### src/rtl/hanorm_pkg.sv
// Shared types and constants of the axis range normalizer.
package hanorm_pkg;

  // Quotient bits resolved by the divider chain, one per cell.
  localparam int unsigned DIV_STEPS = 32;
  localparam int unsigned DIV_W = 16;

  localparam logic signed [16:0] K_S16_NEG = -17'sd32768;
  localparam logic signed [16:0] K_S16_POS = 17'sd32767;
  localparam logic signed [16:0] K_S16_SPAN = 17'sd65535;
  localparam logic signed [16:0] K_U8_SPAN = 17'sd255;

  localparam logic [32:0] QMAG_SPAN16 = 33'd65535;
  localparam logic [32:0] QMAG_SPAN8 = 33'd255;
  localparam logic [32:0] QMAG_POS16 = 33'd32767;
  localparam logic [32:0] INT16_MIN_MAG = 33'd32768;

  typedef enum logic [1:0] {
    OP_U2S16     = 2'd0,
    OP_U2S16_INV = 2'd1,
    OP_S2S16     = 2'd2,
    OP_U2U8      = 2'd3
  } op_e;

  typedef struct packed {
    op_e                op;
    logic signed [15:0] raw_value;
    logic signed [15:0] logical_low;
    logic signed [15:0] logical_high;
  } hanorm_req_t;

  typedef struct packed {
    logic signed [15:0] scaled_value;
    logic signed [15:0] range_low;
    logic [14:0]        range_high;
    logic               error;
  } hanorm_res_t;

  // Per-item control that rides along with the quotient.
  typedef struct packed {
    op_e                op;
    logic               neg;
    logic               den_zero;
    logic               num_zero;
    logic               pass;
    logic signed [15:0] pass_val;
  } hanorm_ctl_t;

  // Word handed from cell to cell: partial remainder, numerator bits
  // shifting out on top while quotient bits shift in at the bottom.
  typedef struct packed {
    logic [DIV_W-1:0]     rem;
    logic [DIV_STEPS-1:0] nq;
    logic [DIV_W-1:0]     den;
    hanorm_ctl_t          ctl;
  } hanorm_div_t;

endpackage

### src/rtl/hanorm_front.sv
// Front end: operand selection, scaling product and magnitude split.
module hanorm_front import hanorm_pkg::*; (
  input  logic        clk_i,
  input  logic        rst_ni,
  input  logic        valid_i,
  input  hanorm_req_t req_i,
  output logic        valid_o,
  output hanorm_div_t div_o
);

  logic signed [16:0] val_w, lo_w, hi_w, n_w, w_w;
  logic signed [16:0] a_d, k_d, den_d;
  hanorm_ctl_t        ctl_d;

  logic               s1_valid_q, s2_valid_q, s3_valid_q;
  logic signed [16:0] s1_a_q, s1_k_q, s1_den_q, s2_den_q;
  hanorm_ctl_t        s1_ctl_q, s2_ctl_q;
  logic signed [33:0] prod_w, s2_prod_q, prod_abs_w;
  logic signed [16:0] den_abs_w;
  hanorm_div_t        div_d, div_q;

  always_comb begin
    val_w = 17'(req_i.raw_value);
    lo_w  = 17'(req_i.logical_low);
    hi_w  = 17'(req_i.logical_high);
    n_w   = val_w - lo_w;
    w_w   = hi_w - lo_w;

    ctl_d          = '0;
    ctl_d.op       = req_i.op;
    ctl_d.pass_val = req_i.raw_value;

    if (req_i.op == OP_S2S16) begin
      if (val_w < 0) begin
        a_d   = val_w;
        k_d   = K_S16_NEG;
        den_d = lo_w;
      end else if (val_w > 0) begin
        a_d   = val_w;
        k_d   = K_S16_POS;
        den_d = hi_w;
      end else begin
        // A zero reading is divided as zero by one, so it must not flag.
        a_d   = '0;
        k_d   = '0;
        den_d = 17'sd1;
      end
    end else begin
      ctl_d.pass = (lo_w == 0) && (hi_w == 0);
      a_d        = n_w;
      k_d        = (req_i.op == OP_U2U8) ? K_U8_SPAN : K_S16_SPAN;
      den_d      = w_w;
    end
  end

  assign prod_w     = s1_a_q * s1_k_q;
  assign prod_abs_w = (s2_prod_q < 0) ? -s2_prod_q : s2_prod_q;
  assign den_abs_w  = (s2_den_q < 0) ? -s2_den_q : s2_den_q;

  always_comb begin
    div_d              = '0;
    div_d.nq           = prod_abs_w[DIV_STEPS-1:0];
    div_d.den          = den_abs_w[DIV_W-1:0];
    div_d.ctl          = s2_ctl_q;
    div_d.ctl.neg      = (s2_prod_q < 0) != (s2_den_q < 0);
    div_d.ctl.den_zero = (s2_den_q == 0);
    div_d.ctl.num_zero = (s2_prod_q == 0);
  end

  always_ff @(posedge clk_i or negedge rst_ni) begin
    if (!rst_ni) begin
      s1_valid_q <= 1'b0;
      s2_valid_q <= 1'b0;
      s3_valid_q <= 1'b0;
    end else begin
      s1_valid_q <= valid_i;
      s2_valid_q <= s1_valid_q;
      s3_valid_q <= s2_valid_q;
    end
  end

  always_ff @(posedge clk_i) begin
    s1_a_q    <= a_d;
    s1_k_q    <= k_d;
    s1_den_q  <= den_d;
    s1_ctl_q  <= ctl_d;
    s2_prod_q <= prod_w;
    s2_den_q  <= s1_den_q;
    s2_ctl_q  <= s1_ctl_q;
    div_q     <= div_d;
  end

  assign valid_o = s3_valid_q;
  assign div_o   = div_q;

endmodule

### src/rtl/hanorm_div_cell.sv
// One restoring-division cell: resolves a single quotient bit per cycle.
module hanorm_div_cell import hanorm_pkg::*; (
  input  logic        clk_i,
  input  logic        rst_ni,
  input  logic        valid_i,
  input  hanorm_div_t div_i,
  output logic        valid_o,
  output hanorm_div_t div_o
);

  logic [DIV_W:0] trial_w, diff_w;
  logic           ge_w;
  hanorm_div_t    div_d, div_q;
  logic           valid_q;

  always_comb begin
    trial_w   = {div_i.rem, div_i.nq[DIV_STEPS-1]};
    diff_w    = trial_w - {1'b0, div_i.den};
    ge_w      = (trial_w >= {1'b0, div_i.den});
    div_d     = div_i;
    div_d.rem = ge_w ? diff_w[DIV_W-1:0] : trial_w[DIV_W-1:0];
    div_d.nq  = {div_i.nq[DIV_STEPS-2:0], ge_w};
  end

  always_ff @(posedge clk_i or negedge rst_ni) begin
    if (!rst_ni) begin
      valid_q <= 1'b0;
    end else begin
      valid_q <= valid_i;
    end
  end

  always_ff @(posedge clk_i) begin
    div_q <= div_d;
  end

  assign valid_o = valid_q;
  assign div_o   = div_q;

endmodule

### src/rtl/hanorm_back.sv
// Back end: round half to even, saturate and map into the target range, or pass the reading through.
module hanorm_back import hanorm_pkg::*; (
  input  logic        clk_i,
  input  logic        rst_ni,
  input  logic        valid_i,
  input  hanorm_div_t div_i,
  output logic        done_o,
  output hanorm_res_t res_o
);

  logic [DIV_W:0] twice_rem_w, den_w;
  logic           round_up_w;
  logic [32:0]    qmag_d, qmag_q;
  hanorm_ctl_t    ctl_q;
  logic           r_valid_q, done_q;
  logic [32:0]    span_w;
  logic [15:0]    d_w;
  logic           sat_w;
  hanorm_res_t    res_d, res_q;

  always_comb begin
    twice_rem_w = {div_i.rem, 1'b0};
    den_w       = {1'b0, div_i.den};
    round_up_w  = (twice_rem_w > den_w) || ((twice_rem_w == den_w) && div_i.nq[0]);
    qmag_d      = {1'b0, div_i.nq} + 33'(round_up_w);
    // A zero divisor yields zero for a zero numerator and saturates otherwise.
    if (div_i.ctl.den_zero) begin
      qmag_d = div_i.ctl.num_zero ? '0 : '1;
    end
  end

  always_comb begin
    res_d  = '0;
    sat_w  = 1'b0;
    d_w    = '0;
    span_w = (ctl_q.op == OP_U2U8) ? QMAG_SPAN8 : QMAG_SPAN16;

    if (ctl_q.op == OP_S2S16) begin
      if (ctl_q.neg) begin
        if (qmag_q > INT16_MIN_MAG) begin
          sat_w = 1'b1;
          d_w   = 16'h8000;
        end else begin
          d_w = 16'(33'd0 - qmag_q);
        end
      end else begin
        if (qmag_q > QMAG_POS16) begin
          sat_w = 1'b1;
          d_w   = 16'h7fff;
        end else begin
          d_w = qmag_q[15:0];
        end
      end
    end else begin
      if (ctl_q.neg && (qmag_q != 0)) begin
        sat_w = 1'b1;
        d_w   = '0;
      end else if (qmag_q > span_w) begin
        sat_w = 1'b1;
        d_w   = span_w[15:0];
      end else begin
        d_w = qmag_q[15:0];
      end
    end

    case (ctl_q.op)
      OP_U2S16: begin
        res_d.scaled_value = d_w - 16'h8000;
        res_d.range_low    = -16'sd32768;
        res_d.range_high   = 15'h7fff;
      end
      OP_U2S16_INV: begin
        res_d.scaled_value = 16'h7fff - d_w;
        res_d.range_low    = -16'sd32768;
        res_d.range_high   = 15'h7fff;
      end
      OP_S2S16: begin
        res_d.scaled_value = d_w;
        res_d.range_low    = -16'sd32768;
        res_d.range_high   = 15'h7fff;
      end
      OP_U2U8: begin
        res_d.scaled_value = d_w;
        res_d.range_low    = '0;
        res_d.range_high   = 15'(QMAG_SPAN8);
      end
      default: begin
        res_d.scaled_value = d_w;
      end
    endcase
    res_d.error = sat_w || ctl_q.den_zero;

    // A zero range in the unsigned modes hands the reading through untouched.
    if (ctl_q.pass) begin
      res_d.scaled_value = ctl_q.pass_val;
      res_d.range_low    = '0;
      res_d.range_high   = '0;
      res_d.error        = 1'b0;
    end
  end

  always_ff @(posedge clk_i or negedge rst_ni) begin
    if (!rst_ni) begin
      r_valid_q <= 1'b0;
      done_q    <= 1'b0;
    end else begin
      r_valid_q <= valid_i;
      done_q    <= r_valid_q;
    end
  end

  always_ff @(posedge clk_i) begin
    qmag_q <= qmag_d;
    ctl_q  <= div_i.ctl;
    res_q  <= res_d;
  end

  assign done_o = done_q;
  assign res_o  = res_q;

endmodule

### src/rtl/hid_axis_range_normalizer_unit.sv
// Top level of the axis range normalizer: front end, divider cell row, back end.
//
// The unit rescales one controller axis reading into a signed 16-bit or an
// unsigned 8-bit range with exact round-half-to-even division. It takes a new
// word in every cycle (busy is always low) and returns each result on res_o
// for exactly one cycle, marked by done_o, after the word has passed through
// three front stages, one cell per quotient bit in the row of 32 divider
// cells, and two stages for rounding and saturation. The receiver cannot hold
// results off, so done_o must be taken when it is shown.
module hid_axis_range_normalizer_unit import hanorm_pkg::*; (
  input  logic        clk_i,
  input  logic        rst_ni,
  input  logic        start,
  output logic        busy,
  input  hanorm_req_t req_i,
  output logic        done_o,
  output hanorm_res_t res_o
);

  logic        valid_w [0:DIV_STEPS];
  hanorm_div_t div_w   [0:DIV_STEPS];

  assign busy = 1'b0;

  hanorm_front u_front (
    .clk_i   (clk_i),
    .rst_ni  (rst_ni),
    .valid_i (start && !busy),
    .req_i   (req_i),
    .valid_o (valid_w[0]),
    .div_o   (div_w[0])
  );

  for (genvar i = 0; i < DIV_STEPS; i++) begin : g_cell
    hanorm_div_cell u_cell (
      .clk_i   (clk_i),
      .rst_ni  (rst_ni),
      .valid_i (valid_w[i]),
      .div_i   (div_w[i]),
      .valid_o (valid_w[i+1]),
      .div_o   (div_w[i+1])
    );
  end

  hanorm_back u_back (
    .clk_i   (clk_i),
    .rst_ni  (rst_ni),
    .valid_i (valid_w[DIV_STEPS]),
    .div_i   (div_w[DIV_STEPS]),
    .done_o  (done_o),
    .res_o   (res_o)
  );

endmodule

### config.mk
export PLATFORM = sky130hd
export DESIGN_NAME = hid_axis_range_normalizer_unit
export DESIGN_NICKNAME = d
export VERILOG_FILES = /design/src/rtl/hanorm_pkg.sv /design/src/rtl/hanorm_front.sv /design/src/rtl/hanorm_div_cell.sv /design/src/rtl/hanorm_back.sv /design/src/rtl/hid_axis_range_normalizer_unit.sv
export SDC_FILE = /design/constraint.sdc
export NUM_CORES = 2
export LEC_CHECK = 0
export BUFFER_PORTS_ARGS = -buffer_cell sky130_fd_sc_hd__buf_2
export CORE_MARGIN = 2
export CORE_UTILIZATION = 28
export CTS_BUF_LIST = sky130_fd_sc_hd__clkbuf_4 sky130_fd_sc_hd__clkbuf_8
export CTS_CLUSTER_SIZE = 8
export DETAILED_ROUTE_END_ITERATION = 8
export SLEW_MARGIN = 25
export SYNTH_ARGS = -nofsm -noshare
export SYNTH_HDL_FRONTEND = slang
export SYNTH_HIERARCHICAL = 1
export SYNTH_SLANG_ARGS = --single-unit
export TNS_END_PERCENT = 20
### constraint.sdc
create_clock -name clk_i -period 7.1 [get_ports clk_i]
set_input_delay 1.065 -clock clk_i [delete_from_list [all_inputs] [get_ports clk_i]]
set_output_delay 1.065 -clock clk_i [all_outputs]
set_load 0.02 [all_outputs]
==> impl_metrics.xml <==
<?xml version="1.0" encoding="UTF-8"?>
<metrics>
  <group name="outcome">
    <metric name="status" unit="">completed</metric>
  </group>
  <group name="logic_synthesis">
    <metric name="ys.flop_type" unit="">sky130_fd_sc_hd__dfxtp_1</metric>
    <metric name="synth-edff-count" unit="">0</metric>
    <metric name="synthTopCellsByCount" unit="">sky130_fd_sc_hd__dfxtp_1, sky130_fd_sc_hd__inv_1, sky130_fd_sc_hd__ha_1, sky130_fd_sc_hd__a21oi_1, sky130_fd_sc_hd__o21ai_0</metric>
    <metric name="synthArstFlopShare" unit="">0.0121</metric>
    <metric name="synthCells" unit="">9921</metric>
    <metric name="flops_latches_synth" unit="">3059</metric>
    <metric name="combined_area_of_all_synthesized_cells" unit="sq mm">0.115</metric>
    <metric name="synth.yosys.seq_area_share" unit="">0.535</metric>
    <metric name="post_synth_mux_area_share" unit="">0.0602</metric>
    <metric name="synth_most_common_cell" unit="">sky130_fd_sc_hd__dfxtp_1</metric>
    <metric name="synth-compound-area-share" unit="">0.137</metric>
    <metric name="synth_top_cells_by_area" unit="">sky130_fd_sc_hd__dfxtp_1, sky130_fd_sc_hd__ha_1, sky130_fd_sc_hd__fa_1</metric>
    <metric name="yosys.area_share.adder" unit="">0.115</metric>
    <metric name="synth_top_family_by_area" unit="">compound AO/OA/AOI/OAI gates</metric>
    <metric name="netlist.area_leader.share" unit="">0.527</metric>
    <metric name="synth_simple_gate_area_share" unit="">0.0718</metric>
    <metric name="synthDominantAreaCellType" unit="">sky130_fd_sc_hd__dfxtp_1</metric>
    <metric name="avgSynthCellArea" unit="sq um">11.6</metric>
    <metric name="netlist-cell-type-count" unit="">99</metric>
    <metric name="synth.yosys.warnings" unit="">6</metric>
    <metric name="synth_xor_area_frac" unit="">0.0303</metric>
  </group>
  <group name="sta">
    <metric name="period_needed" unit="ps">6700</metric>
    <metric name="min_period_over_period" unit="">0.944</metric>
    <metric name="rsz0062_at_grt" unit="">no</metric>
    <metric name="max_freq" unit="MHz">149</metric>
    <metric name="report.final.setup_viol" unit="">0</metric>
    <metric name="hold_viol_final" unit="">0</metric>
    <metric name="finalHoldWorstSlack" unit="ps">169</metric>
    <metric name="finalWorstSetupSlack" unit="ps">400</metric>
    <metric name="sum_of_negative_setup_slack" unit="ps">0</metric>
    <metric name="drv_slew" unit="">0</metric>
    <metric name="clock-skew-final" unit="ps">117</metric>
    <metric name="max-slew-margin-rel" unit="">0.347</metric>
    <metric name="worst_pin_slew" unit="ps">974</metric>
  </group>
  <group name="layout">
    <metric name="final_layout_size_suffix_gt1_frac" unit="">0.154</metric>
    <metric name="finalNetCount" unit="">11200</metric>
    <metric name="area_growth" unit="%">13.2</metric>
    <metric name="seq_area" unit="sq mm">0.0614</metric>
    <metric name="nFillCells" unit="">41300</metric>
    <metric name="multi_input_comb_area" unit="sq mm">0.0477</metric>
  </group>
  <group name="routing">
    <metric name="final_wirelength" unit="mm">220</metric>
    <metric name="number_of_routed_nets_with_antenna_violations" unit="">0</metric>
    <metric name="drt_pre_antenna_iters" unit="">5</metric>
    <metric name="drc_marker_count_from_the_first_detailed_route_iteration" unit="">3513</metric>
    <metric name="remaining_drc_errors" unit="">0</metric>
    <metric name="routedWlPerCell" unit="microns">13.7</metric>
    <metric name="routed-via-count" unit="">69000</metric>
    <metric name="routed_via_density" unit="">4.31</metric>
  </group>
  <group name="floorplan">
    <metric name="std_cell_rows" unit="">235</metric>
    <metric name="chipHeight" unit="microns">644</metric>
    <metric name="die-width" unit="microns">644</metric>
    <metric name="fp.dieArea" unit="sq mm">0.415</metric>
    <metric name="start_util" unit="">0.281</metric>
    <metric name="io_pins" unit="">103</metric>
    <metric name="coreArea" unit="sq mm">0.409</metric>
  </group>
  <group name="clock_tree">
    <metric name="cts_tree" unit="">yes</metric>
    <metric name="htree_levels" unit="">5</metric>
    <metric name="clockBufferDepth" unit="">4</metric>
    <metric name="insertion_delay" unit="ps">1120</metric>
    <metric name="clkSlewWorstSetupHoldPaths" unit="ps">60</metric>
    <metric name="cts_root_buf" unit="">sky130_fd_sc_hd__clkbuf_8</metric>
    <metric name="cts_setup_buffers" unit="">0</metric>
    <metric name="cts.sinks" unit="">3059</metric>
    <metric name="tritoncts.num_buffers" unit="">467</metric>
  </group>
  <group name="placed_design">
    <metric name="gp_routability_congestion" unit="">0.858</metric>
    <metric name="hpwlAfterDp" unit="mm">164</metric>
    <metric name="dpl_worst_slack" unit="ps">237</metric>
    <metric name="port-buffer-count" unit="">86</metric>
  </group>
  <group name="setup_path">
    <metric name="worstSetupPathType" unit="">reg2reg</metric>
    <metric name="regToRegStartpoint" unit="">u_front/s1_k_q[7]</metric>
    <metric name="critPathMaxFanout" unit="">12</metric>
    <metric name="critPathRequiredTime" unit="ps">7970</metric>
    <metric name="end_kind" unit="">register</metric>
    <metric name="crit_path_start" unit="">u_front/s1_k_q[7]</metric>
    <metric name="arrival" unit="ps">7570</metric>
    <metric name="start_kind" unit="">register</metric>
    <metric name="reg2reg_setup_slack" unit="ps">400</metric>
  </group>
  <group name="min_path">
    <metric name="timing.hold.worst.class" unit="">in2reg</metric>
    <metric name="hold_crit_start" unit="">req_i[45]</metric>
  </group>
  <group name="global_route">
    <metric name="gr-usage-all-layers" unit="">0.103</metric>
    <metric name="largest_net_degree_at_the_start_of_global_routing" unit="">42</metric>
    <metric name="globalRouteOverflowTotal" unit="">0</metric>
    <metric name="grt_pass1_vias" unit="">68300</metric>
    <metric name="antenna_violations_before_repair" unit="">22</metric>
    <metric name="grt_first_pass_wirelength" unit="mm">355</metric>
  </group>
  <group name="run">
    <metric name="cap_violations" unit="">0</metric>
  </group>
</metrics>
==> per-layer routing <==
metal	GRT usage	routed length, microns	vias up	share of wire
met5	0	0	-	0
met4	0.0363	6620	0	0.030
met3	0.0205	11500	420	0.052
met2	0.170	100000	1453	0.46
met1	0.134	101000	32200	0.46
li1	-	-	34900	-
==> registers in the layout, indices dropped and copies added (netlist names) <==
register	flops
g_cell.u_cell/div_o	2752
u_front/div_o	70
u_front/s2_prod_q	34
u_back/qmag_q	33
g_cell.u_cell/valid_o	32
u_back/ctl_q	21
u_back/res_o	19
u_front/div_d	19
u_front/s1_ctl_q	19
u_front/s1_a_q	17
u_front/s1_den_q	17
u_front/s2_den_q	17
u_front/s1_k_q	4
u_back/done_o	1
u_back/r_valid_q	1
u_front/s1_valid_q	1
u_front/s2_valid_q	1
u_front/valid_o	1
==> cells in the final DEF (no fill, tap or decap), types with 29 or more instances in the layout <==
cell	netlist	layout
sky130_fd_sc_hd__clkbuf_4	0	127
sky130_fd_sc_hd__nand3_1	83	83
sky130_fd_sc_hd__fa_1	253	253
sky130_fd_sc_hd__and2_1	38	37
sky130_fd_sc_hd__nand2b_1	45	45
sky130_fd_sc_hd__o211a_1	32	32
sky130_fd_sc_hd__o31ai_1	112	111
sky130_fd_sc_hd__o311ai_0	29	29
sky130_fd_sc_hd__o21a_1	190	190
sky130_fd_sc_hd__nor2b_1	150	150
sky130_fd_sc_hd__a211o_1	61	61
sky130_fd_sc_hd__xor2_1	158	158
sky130_fd_sc_hd__nand2_1	328	328
sky130_fd_sc_hd__clkinv_2	0	29
sky130_fd_sc_hd__nor2_1	338	338
sky130_fd_sc_hd__mux2_4	192	192
sky130_fd_sc_hd__nor3_1	161	161
sky130_fd_sc_hd__and3_1	70	70
sky130_fd_sc_hd__conb_1	4	41
sky130_fd_sc_hd__buf_4	60	38
sky130_fd_sc_hd__o21ai_0	394	394
sky130_fd_sc_hd__nand4_1	84	84
sky130_fd_sc_hd__a211oi_1	116	116
sky130_fd_sc_hd__o31a_1	66	66
sky130_fd_sc_hd__a31oi_1	39	39
sky130_fd_sc_hd__inv_1	1109	1109
sky130_fd_sc_hd__xnor2_1	239	239
sky130_fd_sc_hd__nor3b_1	37	37
sky130_fd_sc_hd__mux2i_1	120	120
sky130_fd_sc_hd__clkbuf_8	0	531
sky130_fd_sc_hd__o211ai_2	32	32
sky130_fd_sc_hd__o211ai_1	67	67
sky130_fd_sc_hd__ha_1	654	654
sky130_fd_sc_hd__a211oi_2	51	51
sky130_fd_sc_hd__mux2_2	251	251
sky130_fd_sc_hd__buf_2	54	86
sky130_fd_sc_hd__dfrtp_1	37	37
sky130_fd_sc_hd__a21o_1	125	125
sky130_fd_sc_hd__a21oi_1	395	395
sky130_fd_sc_hd__dfxtp_1	3022	3021
==> layout make-up <==
type / count / share of cell area
clock buffers: 658 / 0.0636
repair buffers: 126 / 0.00566
diodes: 8 / 0.000154
multi-input cells: 5523 / 0.367
inverters: 1109 / 0.0320
flip-flops and latches: 3059 / 0.473
clock inverters: 64 / 0.00606
well taps: 5451 / 0.0525
==> through the flow <==
stage / std cells / cell area [sq um] / utilization
floorplan: 9958 / 115000 / -
global placement: 15300 / 121000 / 0.296
detailed placement: 15300 / 121000 / 0.296
CTS: 16000 / 130000 / 0.318
global route: 16000 / 130000 / 0.318
finish: 16000 / 130000 / 0.318
==> worst max-delay path: stages (launching register included) <==
cell,delay [ps]
sky130_fd_sc_hd__dfxtp_2,470
sky130_fd_sc_hd__nand2_1,250
sky130_fd_sc_hd__fa_1,640
sky130_fd_sc_hd__inv_1,80
sky130_fd_sc_hd__fa_1,530
sky130_fd_sc_hd__inv_1,50
sky130_fd_sc_hd__fa_1,460
sky130_fd_sc_hd__fa_1,500
sky130_fd_sc_hd__inv_1,60
sky130_fd_sc_hd__fa_1,530
sky130_fd_sc_hd__inv_1,50
sky130_fd_sc_hd__fa_1,520
sky130_fd_sc_hd__inv_1,40
sky130_fd_sc_hd__ha_1,350
sky130_fd_sc_hd__a21oi_1,220
sky130_fd_sc_hd__o2111ai_1,170
sky130_fd_sc_hd__a221oi_1,310
sky130_fd_sc_hd__o31a_1,290
sky130_fd_sc_hd__o21ai_0,210
sky130_fd_sc_hd__a221oi_1,330
sky130_fd_sc_hd__buf_4,190
sky130_fd_sc_hd__mux2i_1,160
sky130_fd_sc_hd__o311ai_0,120
==> worst paths after layout <==
| path | cells past startpoint | endpoint |
|---|---|---|
| min in group asynchronous | 2 | u_back/done_o |
| hold / removal | 1 | u_front/s1_ctl_q[13] |
| hold reg to reg | 0 | g_cell[15].u_cell/div_o[53] |
| setup / recovery | 22 | u_front/s2_prod_q[31] |
| setup reg to reg | 22 | u_front/s2_prod_q[31] |
| max in group asynchronous | 2 | g_cell[5].u_cell/valid_o |
==> timing repair <==
item / 4_1_cts / 5_1_grt
endpoints found under the setup margin: 0 / 2
hold buffers: 2 / 0
hold endpoints to repair: 38 / 0
resized for setup: 0 / 1
==> cells by family (layout without fill, tap and decap cells) <==
kind of cell               count (synthesis)  in the layout
DFF                                     3059           3059
muxes                                    563            563
and+or+nand+nor                         1552           1552
adders and majority gates                907            907
xor gates and xnor gates                 397            397
AOI/OAI and AO/OA                       2063           2063
buffers and inverters                   1376           1957
other                                      4             49
Power is left out: the tool's default activity adds up to more than one toggle a clock period on the data nets, which glitch-free logic cannot reach.
